## src/hw/rtl/cdq_pkg.sv

```systemverilog
// cdq_pkg: shared types and codes for the circular deque.
// Holds the command and status codes, controller states and payload structs.
// No dependencies.
package cdq_pkg;

  typedef enum logic [2:0] {
    CMD_PUSH_FRONT = 3'd0,
    CMD_PUSH_BACK  = 3'd1,
    CMD_POP_FRONT  = 3'd2,
    CMD_POP_BACK   = 3'd3,
    CMD_LIST       = 3'd4
  } cmd_e;

  typedef enum logic [1:0] {
    ST_OK    = 2'd0,
    ST_EMPTY = 2'd1,
    ST_FULL  = 2'd2
  } status_e;

  typedef enum logic [1:0] {
    S_IDLE,
    S_POP,
    S_LIST
  } state_e;

  typedef struct packed {
    logic [2:0]         command;
    logic signed [31:0] data_in;
  } in_t;

  typedef struct packed {
    logic [1:0]         status;
    logic signed [31:0] data_out;
    logic               last_result;
  } out_t;

endpackage

```

## src/hw/rtl/circular_deque.sv

```systemverilog
// circular_deque: bounded double-ended queue of 32-bit words in a ring memory.
// Push, full and empty results appear in the cycle after acceptance; pop and list
// results pass through the memory read register, then the output register.
// Throughput: pushes one per cycle while results are taken; a pop holds off new
// commands until issued; list one word per cycle unless stalled. Uses cdq_pkg.
// Reset: control state, front index and count cleared; memory contents undefined.
module circular_deque #(
  parameter int CAPACITY = 16
) (
  input  logic          clk_i,
  input  logic          rst_ni,
  input  logic          in_valid_i,
  output logic          in_ready_o,
  input  cdq_pkg::in_t  in_i,
  output logic          out_valid_o,
  input  logic          out_ready_i,
  output cdq_pkg::out_t out_o
);
  import cdq_pkg::*;

  localparam int AW = (CAPACITY > 1) ? $clog2(CAPACITY) : 1;
  localparam int CW = $clog2(CAPACITY + 1);
  localparam logic [CW-1:0] CAP_C  = CW'(CAPACITY);
  localparam logic [CW:0]   CAP_W  = (CW + 1)'(CAPACITY);
  localparam logic [AW-1:0] LAST_P = AW'(CAPACITY - 1);

  logic signed [31:0] mem [CAPACITY];

  state_e             state_q, state_d;
  logic [AW-1:0]      front_q, front_d;
  logic [CW-1:0]      count_q, count_d;
  logic [CW-1:0]      walk_q, walk_d;
  logic               out_valid_q, out_valid_d;
  out_t               out_q, out_d;
  logic signed [31:0] rd_data_q;

  logic               mem_we;
  logic [AW-1:0]      mem_waddr;
  logic               rd_en;
  logic [AW-1:0]      rd_addr;
  logic               out_free;
  logic               in_fire;

  function automatic logic [AW-1:0] ring_pos(input logic [AW-1:0] base,
                                             input logic [CW-1:0] off);
    logic [CW:0] sum;
    sum = {{(CW + 1 - AW){1'b0}}, base} + {1'b0, off};
    if (sum >= CAP_W) begin
      sum = sum - CAP_W;
    end
    return sum[AW-1:0];
  endfunction

  assign out_free   = !out_valid_q || out_ready_i;
  assign in_ready_o = (state_q == S_IDLE) && out_free;
  assign in_fire    = in_valid_i && in_ready_o;

  always_comb begin
    state_d     = state_q;
    front_d     = front_q;
    count_d     = count_q;
    walk_d      = walk_q;
    out_valid_d = out_valid_q && !out_ready_i;
    out_d       = out_q;
    mem_we      = 1'b0;
    mem_waddr   = ring_pos(front_q, count_q);
    rd_en       = 1'b0;
    rd_addr     = front_q;

    unique case (state_q)
      S_IDLE: begin
        if (in_fire) begin
          unique case (in_i.command)
            CMD_PUSH_FRONT, CMD_PUSH_BACK: begin
              out_valid_d = 1'b1;
              out_d.data_out    = '0;
              out_d.last_result = 1'b1;
              if (count_q == CAP_C) begin
                out_d.status = ST_FULL;
              end else begin
                out_d.status = ST_OK;
                mem_we  = 1'b1;
                count_d = count_q + 1'b1;
                if (in_i.command == CMD_PUSH_FRONT) begin
                  front_d   = (front_q == '0) ? LAST_P : front_q - 1'b1;
                  mem_waddr = front_d;
                end
              end
            end
            CMD_POP_FRONT, CMD_POP_BACK: begin
              if (count_q == '0) begin
                out_valid_d       = 1'b1;
                out_d.status      = ST_EMPTY;
                out_d.data_out    = '0;
                out_d.last_result = 1'b1;
              end else begin
                rd_en   = 1'b1;
                count_d = count_q - 1'b1;
                if (in_i.command == CMD_POP_FRONT) begin
                  rd_addr = front_q;
                  front_d = ring_pos(front_q, CW'(1));
                end else begin
                  rd_addr = ring_pos(front_q, count_q - 1'b1);
                end
                if (count_d == '0) begin
                  front_d = '0;
                end
                state_d = S_POP;
              end
            end
            CMD_LIST: begin
              if (count_q == '0) begin
                out_valid_d       = 1'b1;
                out_d.status      = ST_EMPTY;
                out_d.data_out    = '0;
                out_d.last_result = 1'b1;
              end else begin
                rd_en   = 1'b1;
                rd_addr = front_q;
                walk_d  = '0;
                state_d = S_LIST;
              end
            end
            default: ;
          endcase
        end
      end
      S_POP: begin
        if (out_free) begin
          out_valid_d       = 1'b1;
          out_d.status      = ST_OK;
          out_d.data_out    = rd_data_q;
          out_d.last_result = 1'b1;
          state_d           = S_IDLE;
        end
      end
      S_LIST: begin
        if (out_free) begin
          out_valid_d       = 1'b1;
          out_d.status      = ST_OK;
          out_d.data_out    = rd_data_q;
          out_d.last_result = (walk_q == count_q - 1'b1);
          if (walk_q == count_q - 1'b1) begin
            state_d = S_IDLE;
          end else begin
            walk_d  = walk_q + 1'b1;
            rd_en   = 1'b1;
            rd_addr = ring_pos(front_q, walk_d);
          end
        end
      end
      default: state_d = S_IDLE;
    endcase
  end

  always_ff @(posedge clk_i or negedge rst_ni) begin
    if (!rst_ni) begin
      state_q     <= S_IDLE;
      front_q     <= '0;
      count_q     <= '0;
      walk_q      <= '0;
      out_valid_q <= 1'b0;
    end else begin
      state_q     <= state_d;
      front_q     <= front_d;
      count_q     <= count_d;
      walk_q      <= walk_d;
      out_valid_q <= out_valid_d;
    end
  end

  always_ff @(posedge clk_i) begin
    out_q <= out_d;
  end

  // Ring memory: pushes write, pops and list read; never both in one cycle.
  always_ff @(posedge clk_i) begin
    if (mem_we) begin
      mem[mem_waddr] <= in_i.data_in;
    end
    if (rd_en) begin
      rd_data_q <= mem[rd_addr];
    end
  end

  assign out_valid_o = out_valid_q;
  assign out_o       = out_q;

`ifndef SYNTHESIS
  a_count_bound: assert property (@(posedge clk_i) disable iff (!rst_ni)
    count_q <= CAP_C) else $error("entry count above capacity");

  a_empty_front: assert property (@(posedge clk_i) disable iff (!rst_ni)
    count_q == '0 |-> front_q == '0) else $error("front index not cleared when empty");

  a_write_idle: assert property (@(posedge clk_i) disable iff (!rst_ni)
    mem_we |-> (state_q == S_IDLE && !rd_en)) else $error("memory write outside idle");

  a_pop_slot: assert property (@(posedge clk_i) disable iff (!rst_ni)
    state_q == S_POP |-> out_free) else $error("pop result has no free output slot");

  a_walk_range: assert property (@(posedge clk_i) disable iff (!rst_ni)
    state_q == S_LIST |-> walk_q < count_q) else $error("list walk beyond stored entries");
`endif

endmodule

```

## config.mk

```make
export PLATFORM = sky130hd
export DESIGN_NAME = circular_deque
export DESIGN_NICKNAME = d
export VERILOG_FILES = /design/src/hw/rtl/cdq_pkg.sv /design/src/hw/rtl/circular_deque.sv
export SDC_FILE = /design/constraint.sdc
export NUM_CORES = 1
export LEC_CHECK = 0
export BUFFER_PORTS_ARGS = -buffer_cell sky130_fd_sc_hd__buf_4
export CORE_MARGIN = 2
export CORE_UTILIZATION = 62
export DETAILED_ROUTE_END_ITERATION = 10
export PLACE_DENSITY_LB_ADDON = 0.1
export SLEW_MARGIN = 20
export SYNTH_ARGS = -nofsm -noshare
export SYNTH_HDL_FRONTEND = slang
export SYNTH_SLANG_ARGS = --single-unit
```

## constraint.sdc

```tcl
create_clock -name clk_i -period 4.5 [get_ports clk_i]
set_clock_uncertainty 0.05 [all_clocks]
set_input_delay 0.9 -clock clk_i [delete_from_list [all_inputs] [get_ports clk_i]]
set_output_delay 0.9 -clock clk_i [all_outputs]
set_load 0.03 [all_outputs]
```

==> results of run 1 <==
layout make-up:
type                    instances  area (µm²)  share of cell area, %
flip-flops and latches        596       17800                   64.3
multi-input cells             746        5900                   21.3
clock buffers                  73        1540                   5.55
repair buffers                148        1470                   5.32
well taps                     518         648                   2.34
clock inverters                35         288                   1.04
inverters                      15        56.3                  0.203
diodes                          1        2.50                0.00903
worst paths after layout:
kind                          startpoint            end  slack [ps]  cells after the start
max                           count_q[1]  rd_data_q[18]         310                     12
min                               rst_ni      walk_q[0]         100                      1
max reg2reg                   count_q[1]  rd_data_q[18]         310                     12
min reg2reg                rd_data_q[13]      out_o[14]         450                      1
max in group asynchronous         rst_ni     front_q[0]        4100                      1
min in group clk_i         rd_data_q[13]      out_o[14]         450                      1
power by group:
group          switching, mW  leakage (nW)  internal, mW
sequential             0.251          5.48          6.94
combinational           5.01          3.69          3.56
clock                   1.98         0.898          2.64
total                   7.24          10.1          13.1
per-stage QoR:
stage | std cells | hold WS [ps] | worst slack (ps)
2_1_floorplan | 1437 | 447 | 382
3_3_place_gp | 2023 | 449 | 386
3_5_place_dp | 2023 | 452 | 320
4_1_cts | 2131 | 75.6 | 287
5_1_grt | 2132 | 99.0 | 12.4
6_report | 2132 | 97.2 | 306
layer usage:
metal	track usage [%]	vias up	share of wire, %	wire [µm]
met5	0	-	0	0
met1	38.3	6717	42	22300
met4	9.63	0	2.8	1490
met2	43.3	518	48	25700
li1	-	5970	-	-
met3	3.88	100	7.0	3750
worst max-delay path, stage by stage (launching register included):
cell and delay [ps]:
dfrtp_1 490, inv_1 140, ha_1 250, or4b_1 510, nand4_2 160, mux2i_1 280
o211ai_2 150, nor2_4 520, buf_12 250, buf_12 180, mux2i_1 210, o22ai_1 130
or4_1 560
flip-flops by register name, indices dropped and copies added, names as in the netlist:
| signal | count |
|---|---|
| front_q | 4 |
| count_q | 5 |
| rd_data_q | 32 |
| state_q | 2 |
| mem | 512 |
| out_valid_o | 1 |
| walk_q | 5 |
| out_o | 35 |
logic make-up after synthesis:
kind of cell               count (synthesis)  share of synthesized area [%]
buffers and inverters                     95                           1.84
AOI/OAI and AO/OA                        233                           6.38
DFF                                      596                           74.2
xor gates and xnor gates                  24                          0.933
adders and majority gates                 24                           1.34
and+or+nand+nor                          224                           5.22
muxes                                    241                           10.1
layout by cell type (no fill, tap or decap), types with 22 or more instances in the layout:
master	n
clkbuf_16	59
edfxtp_1	579
and2_1	33
a211oi_1	22
buf_12	29
o21ai_0	39
o22ai_1	116
buf_4	119
nand2_1	31
nor2_1	24
nand3_1	35
or4_1	26
mux2i_1	233
==> impl_metrics.py, run 1 <==
metrics = {
    "outcome": {
        "status": "finished clean",
    },
    "sta": {
        "finalCritPeriodShare_pct": 93.2,
        "rsz0062_at_grt": "no",
        "slew_headroom_pct": 53.2,
        "hold_viol": 0,
        "setup_viol": 0,
        "tightest_slew_ps": 702,
        "fin_tns_setup_ps": 0,
        "period_needed_ps": 4190,
        "maxClockFrequency_mhz": 238,
        "drv_slew": 0,
    },
    "power_and_ir_drop": {
        "p_leak_nw": 10.1,
        "ir_worst_vdd_uv": 646,
        "p_per_area_mw_per_mm2": 736,
        "p_total_mw": 20.4,
    },
    "route": {
        "drc": 0,
        "firstDrtPassIters": 5,
        "drt-wirelength-per-cell_um": 25.0,
        "drt_wl_total_mm": 53.3,
        "drt_iter0_drc": 1160,
        "vias_per_cell": 6.24,
        "ant_nets": 0,
        "vias": 13300,
    },
    "floorplan": {
        "fp.dieW_um": 201,
        "die_y_um": 201,
        "initial_utilization_pct": 62.4,
        "fp.coreArea_mm2": 0.0385,
        "die_area_mm2": 0.0403,
        "io_pins": 76,
        "row_count": 72,
    },
    "worst_hold_path": {
        "hp-class": "in2async",
    },
    "synthesis": {
        "ys_ff_latch": 596,
        "yosysTopAreaCellShare_pct": 72.4,
        "synth_common_cells": "edfxtp_1 (579), mux2i_1 (233), o22ai_1 (116)",
        "synth-seq-area-share_pct": 74.2,
        "netlist_area_mm2": 0.0240,
        "async_flop_share_pct": 2.85,
        "synth_most_common_cell": "edfxtp_1",
        "netlist-cell-type-count": 64,
        "yosysTopAreaCell": "edfxtp_1",
        "synth_ff_type": "edfxtp_1",
        "syn-mean-instance-area_um2": 16.7,
        "synth_cells": 1437,
        "synth_nets": 1500,
        "yosys_warnings": 0,
        "synth_area_leaders": "edfxtp_1 (72%), mux2i_1 (9.7%), o22ai_1 (3.0%), dfrtp_1 (1.8%), ha_1 (1.1%)",
        "synth_edf_count": 579,
    },
    "worst_setup_path": {
        "cp.arrival_ps": 4480,
        "worstSetupPathType": "reg2reg",
        "crit_path_end_kind": "register",
        "worstSetupStartpointType": "register",
        "worstPathMaxFanout": 15,
        "cp.required_ps": 4780,
    },
    "cts": {
        "cts.sink_count": 596,
        "clk_pin_slew_worst_paths_ps": 60,
        "post_cts_resized": 0,
        "cts_tree": "built",
        "cts_buffers": 58,
        "clk_path_buf_depth": 3,
        "htree_levels": 2,
        "post_cts.repair.setup_buffers": 0,
        "ctsHoldBuffers": 0,
        "clock_latency_ps": 620,
        "cts_root_buf": "clkbuf_16",
    },
    "global_route": {
        "antenna_found_initial": 1,
        "grt_max_degree": 33,
        "grt_overflow_total": 0,
        "grt_usage_pct": 26.9,
        "grt_pass1_vias": 13200,
        "grt_pass1_wl_mm": 80.6,
    },
    "placed_design": {
        "dp_hpwl_mm": 30.2,
        "port_buffers": 75,
        "placed_area_mm2": 0.0259,
        "gp_congestion": 0.844,
    },
    "layout": {
        "area_growth_pct": 15.5,
        "final_nets": 1628,
        "drive_above_1_share_pct": 16.9,
        "utilization_pct": 72.1,
        "n_fill_cell": 2425,
        "postLayoutCellArea_mm2": 0.0277,
    },
    "job": {
        "maxCapViolCount": 0,
    },
}
Note: power is estimated with default switching activity, not from simulation.
==> run 2: changes to the inputs <==
==> constraint.sdc (replaced) <==
create_clock -name clk_i -period 4.55 [get_ports clk_i]
set_clock_uncertainty 0.05 [all_clocks]
set_input_delay 0.91 -clock clk_i [delete_from_list [all_inputs] [get_ports clk_i]]
set_output_delay 0.91 -clock clk_i [all_outputs]
set_load 0.03 [all_outputs]
==> run 2 against run 1 <==
  * Register-to-register slack about the same
  * Largest power group unchanged
  * Utilization down 0.74 points
  * Clock power shrank 1%
  * Hold slack better by 7.5 ps
  * Die area unchanged
  * Routed wire length decreased by 0.70%
  * Worst setup slack better by 4.7 ps
  * Sequential cell count did not move
  * Sequential power down 0.7%
==> impl_metrics.py, run 2 (synthesis results as in run 1) <==
metrics = {
    "outcome": {
        "status": "finished clean",
    },
    "route": {
        "ant_nets": 0,
        "firstDrtPassIters": 5,
        "drt_iter0_drc": 1371,
        "drc": 0,
        "drt_wl_total_mm": 52.9,
        "vias_per_cell": 6.34,
        "drt-wirelength-per-cell_um": 25.2,
        "vias": 13300,
    },
    "layout": {
        "regArea_mm2": 0.0178,
        "top_register": "mem",
        "utilization_pct": 71.3,
        "largest_reg_flops": 512,
        "area_growth_pct": 14.3,
        "postLayoutCellArea_mm2": 0.0274,
        "multi_input_area_mm2": 0.00590,
        "layout_commonest_cell": "edfxtp_1",
        "drive_above_1_share_pct": 15.1,
        "layout_common_cells": "edfxtp_1 (579), mux2i_1 (233), o22ai_1 (116)",
        "final_nets": 1603,
        "n_fill_cell": 2486,
    },
    "floorplan": {
        "fp.coreArea_mm2": 0.0385,
        "die_area_mm2": 0.0403,
        "initial_utilization_pct": 62.4,
        "io_pins": 76,
        "fp.dieW_um": 201,
        "die_y_um": 201,
        "row_count": 72,
    },
    "worst_setup_path": {
        "worstSetupStartpointType": "register",
        "rr_worst_depth": 12,
        "worstPathMaxFanout": 50,
        "cp.arrival_ps": 4540,
        "crit_path_end_kind": "register",
        "cp.required_ps": 4850,
        "worstSetupPathType": "reg2reg",
    },
    "sta": {
        "rsz0062_at_grt": "no",
        "maxClockFrequency_mhz": 236,
        "tightest_slew_ps": 762,
        "hold_viol": 0,
        "drv_slew": 0,
        "fin_tns_setup_ps": 0,
        "slew_headroom_pct": 49.2,
        "setup_viol": 0,
        "finalCritPeriodShare_pct": 93.2,
        "worst_slack_ps": 311,
        "period_needed_ps": 4240,
    },
    "placed_design": {
        "dp_hpwl_mm": 28.4,
        "pre_cts_slack_ps": 356,
        "placed_area_mm2": 0.0256,
        "gp_congestion": 0.880,
        "port_buffers": 75,
    },
    "power_and_ir_drop": {
        "p_per_area_mw_per_mm2": 721,
        "ir_worst_vdd_uv": 481,
        "p_leak_nw": 9.89,
        "p_total_mw": 19.8,
    },
    "cts": {
        "cts_root_buf": "clkbuf_16",
        "cts_buffers": 57,
        "cts.sink_count": 596,
        "cts_tree": "built",
        "clock_latency_ps": 610,
        "ctsHoldBuffers": 0,
        "clk_path_buf_depth": 3,
        "clk_pin_slew_worst_paths_ps": 60,
        "htree_levels": 2,
        "post_cts.repair.setup_buffers": 0,
        "post_cts_resized": 0,
    },
    "global_route": {
        "grt_pass1_wl_mm": 79.9,
        "antenna_found_initial": 1,
        "grt_usage_pct": 26.5,
        "grt_overflow_total": 0,
        "grt_max_degree": 52,
        "grt_pass1_vias": 13300,
    },
    "job": {
        "maxCapViolCount": 0,
    },
    "worst_hold_path": {
        "hp-class": "in2async",
    },
}
## run 2: path summary, 6_finish.rpt
check / slack [ps] / to / start
min: 100 / front_q[1] / rst_ni
min reg2reg: 470 / out_o[8] / rd_data_q[7]
max reg2reg: 310 / rd_data_q[20] / count_q[1]
max: 310 / rd_data_q[20] / count_q[1]
min in group clk_i: 470 / out_o[8] / rd_data_q[7]
max in group asynchronous: 4150 / out_valid_o / rst_ni
## run 2: final cells by class
type | count | area share [%]
timing repair buffer | 124 | 4.44
tap | 518 | 2.36
sequential | 596 | 64.9
inverter | 15 | 0.205
multi-input combinational | 746 | 21.5
clock buffer | 72 | 5.40
antenna | 1 | 0.00912
clock inverter | 32 | 1.15
## run 2: critical path, stage by stage (launching register included)
cell and delay, ps:
dfrtp_1 480, inv_1 150, ha_1 270, or4b_1 640, nand4_2 210, mux2i_1 300
o211ai_2 180, nor2_4 160, buf_4 230, buf_12 330, mux2i_1 280, o22ai_1 110
or4_1 540
## run 2: per-stage QoR
stage               instances  hold WS [ps]
CTS                      2103          83.1
finish                   2104           105
floorplan                1437           447
global placement         1999           450
global route             2104           103
detailed placement       1999           453
## run 2: metal layers
layer | global-route usage (%) | wire (µm)
met1 | 37.4 | 22400
met5 | 0 | 0
met3 | 3.73 | 3540
met2 | 43.1 | 25600
met4 | 8.99 | 1400
## run 2: report_power, final
group | total [mW] | leakage [nW] | internal (mW) | switching [mW]
logic | 8.06 | 3.54 | 3.20 | 4.86
clock network | 4.57 | 0.876 | 2.64 | 1.93
registers | 7.14 | 5.48 | 6.87 | 0.276
total | 19.8 | 9.89 | 12.7 | 7.07
==> run 3: changes to the inputs <==
--- a/config.mk
+++ b/config.mk
@@ -6,10 +6,12 @@
 export NUM_CORES = 1
 export LEC_CHECK = 0
 export BUFFER_PORTS_ARGS = -buffer_cell sky130_fd_sc_hd__buf_4
+export CAP_MARGIN = 25
 export CORE_MARGIN = 2
 export CORE_UTILIZATION = 62
 export DETAILED_ROUTE_END_ITERATION = 10
 export PLACE_DENSITY_LB_ADDON = 0.1
+export RECOVER_POWER = 50
 export SLEW_MARGIN = 20
 export SYNTH_ARGS = -nofsm -noshare
 export SYNTH_HDL_FRONTEND = slang
==> run 3 against run 2 <==
  * The flow now finishes with violations (capacitance limit, slew limit)
  * Global-route usage unchanged
  * Critical path type unchanged
  * Sequential cell count unchanged
  * Final cell count unchanged
  * Sequential share of layout area up 0.63 points
  * Sequential power about the same
==> impl_metrics.py, run 3 (synthesis results as in run 1) <==
metrics = {
    "worst_setup_path": {
        "worstPathMaxFanout": 50,
        "cp.required_ps": 4850,
        "crit_path_end_kind": "register",
        "crit_buf_inv": 3,
        "worstSetupStartpointType": "register",
        "cpMostUsedCell": "mux2i_1",
        "worstSetupPathType": "reg2reg",
        "critPathSlowestCell": "or4b_1",
        "cp.arrival_ps": 4560,
        "r2r_slack_ps": 290,
        "rr_endpoint": "rd_data_q[20]",
        "cp-startpoint": "count_q[1]",
        "cp.depth": 12,
        "regToRegStartpoint": "count_q[1]",
        "rr_worst_depth": 12,
        "crit_end": "rd_data_q[20]",
        "cp_cell_sequence": "inv_1 > ha_1 > or4b_1 > nand4_2 > mux2i_1 > o211ai_2 > nor2_4 > buf_4 > buf_12 > mux2i_1 > o22ai_1 > or4_1",
        "cp_top_family": "simple AND/OR/NAND/NOR gates",
        "critPathMaxStageDelay_ps": 640,
    },
    "power_and_ir_drop": {
        "p_per_area_mw_per_mm2": 722,
        "p_total_mw": 19.6,
        "p_leak_nw": 9.61,
        "ir_worst_vdd_uv": 479,
    },
    "route": {
        "drt-wirelength-per-cell_um": 25.1,
        "drt_wl_total_mm": 52.9,
        "vias_per_cell": 6.33,
        "vias": 13300,
        "drt_iter0_drc": 1412,
        "ant_nets": 0,
        "drc": 0,
        "firstDrtPassIters": 5,
    },
    "worst_hold_path": {
        "hp-class": "in2async",
    },
    "sta": {
        "tightest_slew_ps": 1660,
        "maxClockFrequency_mhz": 235,
        "finalCritPeriodShare_pct": 93.6,
        "slew_headroom_pct": -10.6,
        "fin_tns_setup_ps": 0,
        "drv_slew": 27,
        "hold_viol": 0,
        "setup_viol": 0,
        "rsz0062_at_grt": "no",
        "period_needed_ps": 4260,
        "whs_ps": 370,
    },
    "floorplan": {
        "fp.dieW_um": 201,
        "row_count": 72,
        "die_y_um": 201,
        "initial_utilization_pct": 62.4,
        "fp.coreArea_mm2": 0.0385,
        "io_pins": 76,
        "die_area_mm2": 0.0403,
    },
    "cts": {
        "cts_tree": "built",
        "htree_levels": 2,
        "post_cts.repair.setup_buffers": 0,
        "cts.sink_count": 596,
        "clock_latency_ps": 620,
        "post_cts_resized": 0,
        "clk_pin_slew_worst_paths_ps": 60,
        "ctsHoldBuffers": 0,
        "cts_root_buf": "clkbuf_16",
        "cts_buffers": 57,
        "clk_path_buf_depth": 3,
    },
    "layout": {
        "regArea_mm2": 0.0178,
        "n_fill_cell": 2558,
        "final_nets": 1603,
        "largest_reg_flops": 512,
        "layout_commonest_cell": "edfxtp_1",
        "area_growth_pct": 13.2,
        "multi_input_area_mm2": 0.00590,
        "top_register": "mem",
        "utilization_pct": 70.6,
        "drive_above_1_share_pct": 10.6,
        "fin_cells": 2104,
        "layout_common_cells": "edfxtp_1 (579), mux2i_1 (233), o22ai_1 (116)",
    },
    "outcome": {
        "violations": "capacitance limit, slew limit",
        "status": "finished, violations left",
    },
    "global_route": {
        "grt_pass1_wl_mm": 79.9,
        "grt_pass1_vias": 13300,
        "grt_max_degree": 52,
        "antenna_found_initial": 1,
        "grt_usage_pct": 26.5,
        "grt_overflow_total": 0,
    },
    "placed_design": {
        "dp_cells": 1999,
        "dp_hpwl_mm": 28.4,
        "port_buffers": 75,
        "gp_congestion": 0.880,
    },
    "job": {
        "maxCapViolCount": 1,
    },
}
[run 3: cell count changes in the layout (fill, tap and decap cells not counted), sizes merged]
cell,previous run,this run
buf,124,54
clkbuf,72,142
[run 3: power by group]
| part | switching (mW) | internal [mW] | leakage [nW] |
|---|---|---|---|
| clock network | 1.94 | 2.64 | 0.876 |
| logic | 4.85 | 3.05 | 3.25 |
| registers | 0.275 | 6.87 | 5.48 |
| total | 7.06 | 12.6 | 9.61 |
[run 3: layout make-up]
class,count,share of cell area [%]
antenna,1,0.00921
clock buffer,72,5.46
clock inverter,32,1.16
inverter,15,0.207
multi-input combinational,746,21.7
sequential,596,65.5
tap,518,2.39
timing repair buffer,124,3.52
[run 3: worst reg2reg max path: cells and delay by family, from the launching register on]
kind                     cells  cell delay, ps
adder cells (fa/ha/maj)      1             270
AND/OR/NAND/NOR              4            1560
flip-flops                   1             480
buffers and inverters        3             720
AO/OA/AOI/OAI                2             290
multiplexers                 2             630
[run 3: per-layer routing]
| metal | global-route usage, % | wire [µm] |
|---|---|---|
| met1 | 37.4 | 22600 |
| met2 | 43.1 | 25700 |
| met3 | 3.73 | 3360 |
| met4 | 8.99 | 1320 |
| met5 | 0 | 0 |
[run 3: how the worst min path moves through the flow]
stage	to	slack [ps]	cells after the start
after floorplan	out_o[10]	450	1
after detailed placement	out_o[1]	450	1
after global placement	out_o[8]	450	1
after CTS	front_q[1]	80	1
final	count_q[3]	370	1
after global routing	walk_q[4]	450	1
[run 3: stage by stage]
stage	setup slack [ps]	area (µm²)
final	291	27200
after global routing	30.8	27200
after CTS	321	27400
after detailed placement	356	25600
after global placement	465	25600
after floorplan	422	24000
